==> src/sv/itp_pkg.sv <==
// Shared definitions for the infix-to-postfix converter: character codes,
// error codes, controller/datapath command and status structs, precedence.
// No dependencies.
package itp_pkg;

    localparam int DEF_STACK_DEPTH = 8;

    localparam logic [7:0] CH_LPAREN = 8'h28;
    localparam logic [7:0] CH_RPAREN = 8'h29;
    localparam logic [7:0] CH_MUL    = 8'h2A;
    localparam logic [7:0] CH_ADD    = 8'h2B;
    localparam logic [7:0] CH_SUB    = 8'h2D;
    localparam logic [7:0] CH_DIV    = 8'h2F;

    localparam logic [1:0] ERR_NONE      = 2'd0;
    localparam logic [1:0] ERR_OVERFLOW  = 2'd1;
    localparam logic [1:0] ERR_UNMATCHED = 2'd2;

    localparam logic [1:0] SRC_SYM  = 2'd0;
    localparam logic [1:0] SRC_TOP  = 2'd1;
    localparam logic [1:0] SRC_ZERO = 2'd2;

    typedef struct packed {
        logic       load;
        logic       push;
        logic       pop;
        logic       emit;
        logic [1:0] src;
        logic [1:0] err;
        logic       emit_last;
    } cmd_t;

    typedef struct packed {
        logic sym_is_lparen;
        logic sym_is_rparen;
        logic sym_is_op;
        logic last;
        logic stack_empty;
        logic stack_full;
        logic ops_zero;
        logic ops_one;
        logic open_zero;
        logic top_is_lparen;
        logic top_yields;
        logic out_free;
    } status_t;

    function automatic logic [1:0] prec(input logic [7:0] c);
        logic [1:0] p;
        p = 2'd0;
        if (c == CH_MUL || c == CH_DIV)
        begin
            p = 2'd2;
        end
        else if (c == CH_ADD || c == CH_SUB)
        begin
            p = 2'd1;
        end
        return p;
    endfunction

endpackage

==> src/sv/itp_datapath.sv <==
// Datapath of the infix-to-postfix converter: operator stack memory, counts,
// input holding register and output register. Depends on itp_pkg.
module itp_datapath #(
    parameter int STACK_DEPTH = itp_pkg::DEF_STACK_DEPTH
) (
    input  logic            clk,
    input  logic            rst_n,
    input  itp_pkg::cmd_t   cmd,
    output itp_pkg::status_t status,
    input  logic [7:0]      in_symbol,
    input  logic            in_last,
    output logic            out_valid,
    input  logic            out_ready,
    output logic [7:0]      out_symbol,
    output logic            out_last,
    output logic [1:0]      out_error
);
    import itp_pkg::*;

    localparam int CNT_W  = $clog2(STACK_DEPTH + 1);
    localparam int ADDR_W = $clog2(STACK_DEPTH);

    logic [7:0]        mem [STACK_DEPTH];
    logic [CNT_W-1:0]  count_reg, count_next;
    logic [CNT_W-1:0]  open_reg, open_next;
    logic [CNT_W-1:0]  ops;
    logic [CNT_W-1:0]  rd_ptr;
    logic [ADDR_W-1:0] wr_addr, rd_addr;
    logic [7:0]        top_reg;
    logic [7:0]        sym_reg;
    logic              last_reg;
    logic [7:0]        emit_data;
    logic              out_valid_reg;
    logic [7:0]        out_symbol_reg;
    logic              out_last_reg;
    logic [1:0]        out_error_reg;

    always_comb
    begin
        count_next = count_reg;
        open_next  = open_reg;
        if (cmd.push)
        begin
            count_next = count_reg + CNT_W'(1);
            if (sym_reg == CH_LPAREN)
            begin
                open_next = open_reg + CNT_W'(1);
            end
        end
        else if (cmd.pop)
        begin
            count_next = count_reg - CNT_W'(1);
            if (top_reg == CH_LPAREN)
            begin
                open_next = open_reg - CNT_W'(1);
            end
        end
    end

    assign rd_ptr  = (count_next == '0) ? '0 : count_next - CNT_W'(1);
    assign rd_addr = rd_ptr[ADDR_W-1:0];
    assign wr_addr = count_reg[ADDR_W-1:0];
    assign ops     = count_reg - open_reg;

    always_comb
    begin
        unique case (cmd.src)
            SRC_SYM: emit_data = sym_reg;
            SRC_TOP: emit_data = top_reg;
            default: emit_data = 8'd0;
        endcase
    end

    // stack memory with registered top-of-stack read
    always_ff @(posedge clk)
    begin
        if (cmd.push)
        begin
            mem[wr_addr] <= sym_reg;
            top_reg      <= sym_reg;
        end
        else
        begin
            top_reg <= mem[rd_addr];
        end
    end

    always_ff @(posedge clk)
    begin
        if (cmd.load)
        begin
            sym_reg  <= in_symbol;
            last_reg <= in_last;
        end
        if (cmd.emit)
        begin
            out_symbol_reg <= emit_data;
            out_last_reg   <= cmd.emit_last;
            out_error_reg  <= cmd.err;
        end
    end

    always_ff @(posedge clk or negedge rst_n)
    begin
        if (!rst_n)
        begin
            count_reg     <= '0;
            open_reg      <= '0;
            out_valid_reg <= 1'b0;
        end
        else
        begin
            count_reg <= count_next;
            open_reg  <= open_next;
            if (cmd.emit)
            begin
                out_valid_reg <= 1'b1;
            end
            else if (out_ready)
            begin
                out_valid_reg <= 1'b0;
            end
        end
    end

    always_comb
    begin
        status.sym_is_lparen = (sym_reg == CH_LPAREN);
        status.sym_is_rparen = (sym_reg == CH_RPAREN);
        status.sym_is_op     = (prec(sym_reg) != 2'd0);
        status.last          = last_reg;
        status.stack_empty   = (count_reg == '0);
        status.stack_full    = (count_reg == CNT_W'(STACK_DEPTH));
        status.ops_zero      = (ops == '0);
        status.ops_one       = (ops == CNT_W'(1));
        status.open_zero     = (open_reg == '0);
        status.top_is_lparen = (top_reg == CH_LPAREN);
        status.top_yields    = (prec(top_reg) >= prec(sym_reg));
        status.out_free      = !out_valid_reg || out_ready;
    end

    assign out_valid  = out_valid_reg;
    assign out_symbol = out_symbol_reg;
    assign out_last   = out_last_reg;
    assign out_error  = out_error_reg;

endmodule

==> src/sv/itp_ctrl.sv <==
// Controller of the infix-to-postfix converter: sequences accept, push, pop,
// emit and flush steps for one character at a time. Depends on itp_pkg.
module itp_ctrl (
    input  logic             clk,
    input  logic             rst_n,
    input  logic             in_valid,
    output logic             in_ready,
    input  itp_pkg::status_t status,
    output itp_pkg::cmd_t    cmd
);
    import itp_pkg::*;

    localparam logic [2:0] S_IDLE  = 3'd0;
    localparam logic [2:0] S_PROC  = 3'd1;
    localparam logic [2:0] S_CLOSE = 3'd2;
    localparam logic [2:0] S_OPPOP = 3'd3;
    localparam logic [2:0] S_FLUSH = 3'd4;

    logic [2:0] state_reg, state_next;
    logic       emitted_reg, emitted_next;
    logic [2:0] after;
    logic       op_phase;

    assign in_ready = (state_reg == S_IDLE);
    assign after    = status.last ? S_FLUSH : S_IDLE;
    assign op_phase = (state_reg == S_OPPOP) || (state_reg == S_PROC && status.sym_is_op);

    always_comb
    begin
        state_next = state_reg;
        cmd        = '0;
        cmd.load   = in_ready && in_valid;
        if (op_phase)
        begin
            if (!status.stack_empty && !status.top_is_lparen && status.top_yields)
            begin
                if (status.out_free)
                begin
                    cmd.emit   = 1'b1;
                    cmd.pop    = 1'b1;
                    cmd.src    = SRC_TOP;
                    state_next = S_OPPOP;
                end
            end
            else if (!status.stack_full)
            begin
                cmd.push   = 1'b1;
                state_next = after;
            end
            else if (status.out_free)
            begin
                cmd.emit      = 1'b1;
                cmd.src       = SRC_SYM;
                cmd.err       = ERR_OVERFLOW;
                cmd.emit_last = status.last && status.ops_zero;
                state_next    = after;
            end
        end
        else
        begin
            unique case (state_reg)
                S_IDLE:
                begin
                    if (cmd.load)
                    begin
                        state_next = S_PROC;
                    end
                end
                S_PROC:
                begin
                    if (status.sym_is_lparen)
                    begin
                        if (!status.stack_full)
                        begin
                            cmd.push   = 1'b1;
                            state_next = after;
                        end
                        else if (status.out_free)
                        begin
                            cmd.emit      = 1'b1;
                            cmd.src       = SRC_SYM;
                            cmd.err       = ERR_OVERFLOW;
                            cmd.emit_last = status.last && status.ops_zero;
                            state_next    = after;
                        end
                    end
                    else if (status.sym_is_rparen)
                    begin
                        if (!status.open_zero)
                        begin
                            state_next = S_CLOSE;
                        end
                        else if (status.out_free)
                        begin
                            cmd.emit      = 1'b1;
                            cmd.src       = SRC_SYM;
                            cmd.err       = ERR_UNMATCHED;
                            cmd.emit_last = status.last && status.ops_zero;
                            state_next    = after;
                        end
                    end
                    else if (status.out_free)
                    begin
                        cmd.emit      = 1'b1;
                        cmd.src       = SRC_SYM;
                        cmd.emit_last = status.last && status.ops_zero;
                        state_next    = after;
                    end
                end
                S_CLOSE:
                begin
                    if (status.top_is_lparen)
                    begin
                        cmd.pop    = 1'b1;
                        state_next = after;
                    end
                    else if (status.out_free)
                    begin
                        cmd.emit      = 1'b1;
                        cmd.pop       = 1'b1;
                        cmd.src       = SRC_TOP;
                        cmd.emit_last = status.last && status.ops_one;
                    end
                end
                S_FLUSH:
                begin
                    if (status.stack_empty)
                    begin
                        if (emitted_reg)
                        begin
                            state_next = S_IDLE;
                        end
                        else if (status.out_free)
                        begin
                            cmd.emit      = 1'b1;
                            cmd.src       = SRC_ZERO;
                            cmd.emit_last = 1'b1;
                            state_next    = S_IDLE;
                        end
                    end
                    else if (status.top_is_lparen)
                    begin
                        cmd.pop = 1'b1;
                    end
                    else if (status.out_free)
                    begin
                        cmd.emit      = 1'b1;
                        cmd.pop       = 1'b1;
                        cmd.src       = SRC_TOP;
                        cmd.emit_last = status.ops_one;
                    end
                end
                default:
                begin
                    state_next = S_IDLE;
                end
            endcase
        end
    end

    assign emitted_next = cmd.load ? 1'b0 : (cmd.emit ? 1'b1 : emitted_reg);

    always_ff @(posedge clk or negedge rst_n)
    begin
        if (!rst_n)
        begin
            state_reg   <= S_IDLE;
            emitted_reg <= 1'b0;
        end
        else
        begin
            state_reg   <= state_next;
            emitted_reg <= emitted_next;
        end
    end

endmodule

==> src/sv/infix_to_postfix_converter_top.sv <==
// Top level of the infix-to-postfix converter: stream ports, controller and
// datapath. Depends on itp_pkg, itp_ctrl and itp_datapath.
//
// Takes one character per transfer and returns its postfix form, one character
// per output transfer, using an operator stack of STACK_DEPTH entries. One
// character is worked on at a time. An operand is emitted, a '(' is pushed, an
// unmatched ')' is emitted with an error. An operator first pops the stacked
// operators of equal or higher precedence, then is pushed. A matched ')' pops
// the operators above its '(' and then the '('. A character marked last then
// flushes the stack. The controller state machine makes at most one stack
// access per cycle, and output stalls hold it in a step that emits.
// The output register lets a result wait while the next character is taken.
// Errors are reported in m_axis_tuser: 1 stack overflow, 2 unmatched ')'.
module infix_to_postfix_converter_top #(
    parameter int STACK_DEPTH = itp_pkg::DEF_STACK_DEPTH
) (
    input  logic       clk,
    input  logic       rst_n,
    input  logic       s_axis_tvalid,
    output logic       s_axis_tready,
    input  logic [7:0] s_axis_tdata,   // [7:0] symbol
    input  logic       s_axis_tlast,
    output logic       m_axis_tvalid,
    input  logic       m_axis_tready,
    output logic [7:0] m_axis_tdata,   // [7:0] out_symbol
    output logic       m_axis_tlast,
    output logic [1:0] m_axis_tuser    // [1:0] error
);
    import itp_pkg::*;

    cmd_t    cmd;
    status_t status;

    itp_ctrl u_ctrl (
        .clk      (clk),
        .rst_n    (rst_n),
        .in_valid (s_axis_tvalid),
        .in_ready (s_axis_tready),
        .status   (status),
        .cmd      (cmd)
    );

    itp_datapath #(
        .STACK_DEPTH (STACK_DEPTH)
    ) u_datapath (
        .clk        (clk),
        .rst_n      (rst_n),
        .cmd        (cmd),
        .status     (status),
        .in_symbol  (s_axis_tdata),
        .in_last    (s_axis_tlast),
        .out_valid  (m_axis_tvalid),
        .out_ready  (m_axis_tready),
        .out_symbol (m_axis_tdata),
        .out_last   (m_axis_tlast),
        .out_error  (m_axis_tuser)
    );

endmodule

==> config.mk <==
export PLATFORM = sky130hd
export DESIGN_NAME = infix_to_postfix_converter_top
export DESIGN_NICKNAME = d
export VERILOG_FILES = /design/src/sv/itp_pkg.sv /design/src/sv/itp_datapath.sv /design/src/sv/itp_ctrl.sv /design/src/sv/infix_to_postfix_converter_top.sv
export SDC_FILE = /design/constraint.sdc
export NUM_CORES = 1
export LEC_CHECK = 0
export ABC_AREA = 1
export BUFFER_PORTS_ARGS = -buffer_cell sky130_fd_sc_hd__buf_2
export CAP_MARGIN = 0
export CORE_MARGIN = 2
export CORE_UTILIZATION = 40
export CTS_CLUSTER_DIAMETER = 200
export DETAILED_ROUTE_END_ITERATION = 8
export PLACE_DENSITY = 0.55
export SLEW_MARGIN = 20
export SYNTH_ARGS = -nofsm -noshare
export SYNTH_HDL_FRONTEND = slang
export SYNTH_HIERARCHICAL = 1
export SYNTH_SLANG_ARGS = --single-unit
==> constraint.sdc <==
create_clock -name clk -period 5.2 [get_ports clk]
set_input_delay 1.04 -clock clk [delete_from_list [all_inputs] [get_ports clk]]
set_output_delay 1.04 -clock clk [all_outputs]
set_load 0.1 [all_outputs]
==> After elaboration in Yosys (flattened, before gate mapping) <==
Memory sizes are Yosys's and may differ from the RTL's.
Cells that the tools add are included.
{ "totals": {"regBits": 41, "ramBits": 64, "out_inout_bits": 13, "wordCells": 141, "mem_count": 1} }
{ "op_classes": {"n_addsub": 6, "magnitude_cmp": 1, "n_eq_ne": 24, "mux": 70, "n_reduce_logical": 28} }
{ "memory_table": {"columns": ["memory", "words", "word_bits", "read_ports", "rd_ports_with_merged_regs", "wr", "line", "text"], "rows": [
  ["u_datapath.mem", 8, 8, 1, 0, 1, "itp_datapath.sv:23", "logic [7:0] mem [STACK_DEPTH];"]
]} }
{ "ops": {"columns": ["operator", "count"], "rows": [
  ["== test 8 x 6 -> 1 bit (second input constant)", 11],
  ["2-to-1 mux 3 bit", 23],
  ["2-to-1 mux 6 bit", 5],
  ["2-to-1 mux 4 bit", 7],
  ["2-to-1 mux 1 bit", 24],
  ["zero test 4 bit", 4],
  ["2-to-1 mux 8 bit", 2],
  ["case mux 8 bit (2 select lines)", 1],
  ["case mux 3 bit (4 select lines)", 1],
  ["nonzero test 2 bit", 5],
  ["case mux 3 bit (3 select lines)", 1],
  ["adder 4 x 1 -> 4 bit (second input constant)", 2],
  ["2-to-1 mux 2 bit", 4],
  ["subtractor 4 x 1 -> 4 bit (second input constant)", 2],
  ["== test 3 x 2 -> 1 bit (second input constant)", 2],
  ["logical AND 1 bit", 6],
  ["logical OR 1 bit", 6],
  ["inequality test 3 x 1 -> 1 bit (second input constant)", 2],
  ["inequality test 3 bit (second input constant)", 2],
  ["AND reduction 5 bit", 1],
  ["== test 4 x 1 -> 1 bit (second input constant)", 1],
  ["== test 4 bit (second input constant)", 1],
  ["inequality test 4 x 2 -> 1 bit (second input constant)", 1],
  ["subtractor 4 bit", 1],
  ["12 further kinds", 14]
]} }

==> Logic depth before layout (Yosys ltp) <==
An unclocked memory read counts as a cell.
{ "depth": {"depth_word": 15, "mapped_depth": 30, "ltp_nobuf": 28} }

==> Cells and area by module <==
The synthesis kept the hierarchy.
{ "by_module_without_submodules": {"columns": ["mod", "n_inst", "cells_each", "area_per_inst_um2", "seq_area_each_um2"], "rows": [
  ["itp_datapath", 1, 438, 4747.1, 2907.8],
  ["itp_ctrl", 1, 109, 634.4, 100.1]
]} }

==> Worst setup path after synthesis <==
No wires, ideal clock.
{ "synth_timing": {"path_kind": "register to register", "start": "reg u_datapath.sym_reg[3]", "end": "reg u_datapath.top_reg[0]", "setup_time_ps": 113, "t_arrival_ps": 3568, "required_time_ps": 5087, "slack_ps": 1519, "stages_incl_launch_ff": 28, "path_buffers": 3, "path_cell_list": "edfxtp_1 inv_1 nor2_1 inv_1 nor3_1 o21bai_1 ha_1 o21ai_0 nand2_1 nand3_1 inv_1 o32ai_1 buf_6 inv_2 nand2_1 nand3_2 nand2_4 inv_2 buf_2 ha_1 clkinv_1 nand2_4 buf_6 nor2_2 nand2_1 nand3_1 nand3_1 nand2_1"} }
{ "synth_lines": {"columns": ["item", "line", "text"], "rows": [
  ["start: declaration", "itp_datapath.sv:30", "logic [7:0] sym_reg;"],
  ["start signal: assignment", "itp_datapath.sv:92", "sym_reg <= in_symbol;"],
  ["end signal: assignment", "itp_datapath.sv:80", "top_reg <= sym_reg;"],
  ["end signal: assignment", "itp_datapath.sv:84", "top_reg <= mem[rd_addr];"],
  ["end: declaration", "itp_datapath.sv:29", "logic [7:0] top_reg;"]
]} }

==> impl_metrics.py <==
metrics = {
    "worst_setup_path": {
        "crit_required_ns": 5.44,
        "criticalPathCategory": "register to register",
        "critPathLaunchType": "register",
        "critPathMaxFanout": 24,
        "cp-end-kind": "register",
        "critPathArrivalTime_ns": 4.68,
    },
    "placement": {
        "dp_hpwl_mm": 9.64,
        "globalplace.congestion": 0.917,
        "numPortBuffers": 25,
    },
    "final_layout": {
        "area_growth_pct": 12.1,
        "n_antenna_cell": 0,
        "drive_gt1_frac": 0.166,
        "largest_reg_flops": 64,
        "regMostFlops": "u_datapath/mem",
        "finish.net_count": 607,
    },
    "power_and_ir_drop": {
        "swShare": 0.485,
        "p_comb_frac": 0.531,
        "p_sw_mw": 1.99,
        "clkPwrFrac": 0.176,
        "ir_worst_vdd_mv": 0.325,
        "powerDensity_mw_per_mm2": 680,
        "seqPwrFrac": 0.293,
        "internal_power_mw": 2.11,
        "leakage_nw": 2.53,
    },
    "drt": {
        "drt-initial-drc-count": 404,
        "drt_pass1_iterations": 5,
        "ant_nets": 0,
        "topRoutingLayerUsed": "met4",
        "route.detailed.drc": 0,
        "vias": 3944,
        "wl_per_cell_um": 17.0,
        "wl_met2_mm": 6.35,
        "wl_met1_mm": 5.89,
        "vias_per_cell": 5.18,
        "wl_mm": 13.0,
        "wl_met3_um": 556,
    },
    "synth": {
        "synth_top_cell_area_share": 0.469,
        "synth_edf_count": 84,
        "synth.area.mux_share": 0,
        "synth_nets": 573,
        "synth_cells": 547,
        "synth.distinct_cells": 48,
        "seq_area_frac_synth": 0.559,
        "synthSimpleGateAreaFrac": 0.258,
        "yosys_warnings": 6,
        "async_flop_share": 0.124,
        "synth_most_common_cell": "nand2_1",
        "synth_compound_area_frac": 0.0539,
        "avgSynthCellArea_um2": 9.84,
        "synth_xor_area_frac": 0.0114,
        "yosys-top-cells-area": "edfxtp_1, nand3_1, nand2_1",
        "synth-main-ff-cell": "edfxtp_1",
        "synthAdderAreaFrac": 0.0330,
        "synth_top_area_cell": "edfxtp_1",
        "synth_seq_cells": 105,
        "synthTopCellsByCount": "nand2_1, edfxtp_1, nand3_1, inv_1, nor2_1",
        "synth_top_family_by_area": "simple AND/OR/NAND/NOR gates",
        "synth.cell_area_mm2": 0.00538,
    },
    "floorplan": {
        "design.core.area_mm2": 0.0132,
        "dieArea_mm2": 0.0144,
        "die_w_um": 120,
        "start_util": 0.408,
        "rows": 42,
        "die_h_um": 120,
        "pin_count": 26,
    },
    "clocking": {
        "cts_buffer_depth": 2,
        "numClockSinks": 105,
        "cts_tree": "done",
        "insertion_delay_ns": 0.35,
        "cts.htree.levels": 3,
        "cts_buffers": 9,
        "cts_root_buf": "clkbuf_16",
        "path_clk_slew_ns": 0.07,
        "cts_setup_buffers": 0,
        "cts_hold_buf": 0,
        "cts_resized": 0,
    },
    "timing": {
        "hold_viol_final": 0,
        "rsz0062_at_grt": "no",
        "tightest_slew_ns": 1.01,
        "fin_skew_ns": 0.00582,
        "slew_headroom": 0.324,
        "fmax_mhz": 225,
        "maxSlewViolCount": 0,
        "tns_ns": 0,
        "min_period_ns": 4.43,
        "setup_viol": 0,
        "hold_ws_ns": 0.534,
        "fin_crit_sh": 0.853,
    },
    "global_route": {
        "grt_max_degree": 42,
        "grt_use_total": 0.193,
        "grt_pass1_wl_mm": 21.0,
        "grt.overflow.total": 0,
        "antenna_found_initial": 0,
        "grt_pass1_vias": 3952,
    },
    "outcome": {
        "status": "finished, final reports clean",
    },
    "run": {
        "drv_cap": 0,
    },
    "hold_path": {
        "worstHoldPathType": "register to register",
    },
}
[power by group through the flow]
stage	Clock, mW	Sequential, mW	Combinational (mW)
detailed placement	0	1.22	2.17
floorplan	0	1.54	1.44
global route	0.769	1.22	2.39
CTS	0.741	1.21	2.18
global placement	0	1.22	2.16
finish	0.722	1.20	2.18
[cells by family (layout without fill, tap and decap cells)]
logic type,Yosys count,after routing
simple gates,274,274
xor+xnor,7,7
buf+inv,106,145
flops,105,105
compound gates,42,42
fa+ha+maj,13,13
[metal layers]
layer,vias up,GRT usage
met4,0,0.0574
met2,88,0.314
met3,13,0.0428
met1,1917,0.259
li1,1926,-
met5,-,0
[area by class of cell]
| class | instances | area (µm²) |
|---|---|---|
| Clock buffer | 10 | 229 |
| Clock inverter | 6 | 81.3 |
| Fill cell | 1239 | 7160 |
| Inverter | 90 | 343 |
| Multi-Input combinational cell | 336 | 1920 |
| Sequential cell | 105 | 3010 |
| Tap cell | 176 | 220 |
| Timing Repair Buffer | 39 | 230 |
[per-stage QoR]
stage               instance area (µm²)  setup WS (ns)  utilization  std cells  power, mW
finish                             6030          0.765        0.458        762       4.10
floorplan                          5380           1.52            -        547       2.98
CTS                                6030          0.797        0.458        762       4.12
global placement                   5720           1.01        0.434        746       3.38
global route                       6030          0.342        0.458        762       4.39
detailed placement                 5720          0.834        0.434        746       3.39
[path summary, 6_finish.rpt]
kind	startpoint	slack (ns)	cells after the start	to
worst max-delay path	u_datapath/sym_reg[3]	0.77	25	u_datapath/top_reg[7]
worst max register to register	u_datapath/sym_reg[3]	0.77	25	u_datapath/top_reg[7]
min in group asynchronous	rst_n	0.57	1	u_ctrl/emitted_reg
worst min-delay path	u_datapath/open_reg[3]	0.53	1	u_datapath/open_reg[3]
max in group asynchronous	rst_n	4.38	1	u_datapath/count_reg[0]
worst min register to register	u_datapath/open_reg[3]	0.53	1	u_datapath/open_reg[3]
[critical path: stages, from the launching register on]
cell,delay [ns]
edfxtp_1,0.58
inv_1,0.12
nor2_1,0.14
inv_1,0.09
nor3_1,0.17
o21bai_1,0.13
ha_1,0.28
o21ai_0,0.08
nand2_1,0.08
nand3_1,0.15
inv_1,0.11
o32ai_2,0.24
buf_4,0.27
inv_2,0.18
nand2_1,0.12
nand3_2,0.08
nand2_4,0.14
inv_2,0.06
ha_1,0.28
clkinv_1,0.26
nand2_4,0.34
nor2_1,0.07
nand2_1,0.06
nand3_1,0.08
nand3_1,0.12
nand2_1,0.06
[layout by cell type (no fill, tap or decap), drive strengths merged, types with 2 or more instances in the layout]
| cell | count |
|---|---|
| nand2 | 106 |
| inv | 90 |
| nand3 | 86 |
| edfxtp | 84 |
| nor2 | 39 |
| buf | 39 |
| o21ai | 14 |
| dfrtp | 13 |
| ha | 11 |
| or2 | 11 |
| clkbuf | 10 |
| nand3b | 9 |
| o2111ai | 8 |
| dfxtp | 8 |
| nor3 | 7 |
| nand4 | 7 |
| nor4 | 6 |
| o22ai | 6 |
| xor2 | 4 |
| a21oi | 4 |
| clkinv | 4 |
| xnor2 | 3 |
| bufinv | 2 |
| o211ai | 2 |
| fa | 2 |
| o32ai | 2 |
| nand2b | 2 |
Note: power is estimated with default switching activity, not from simulation.
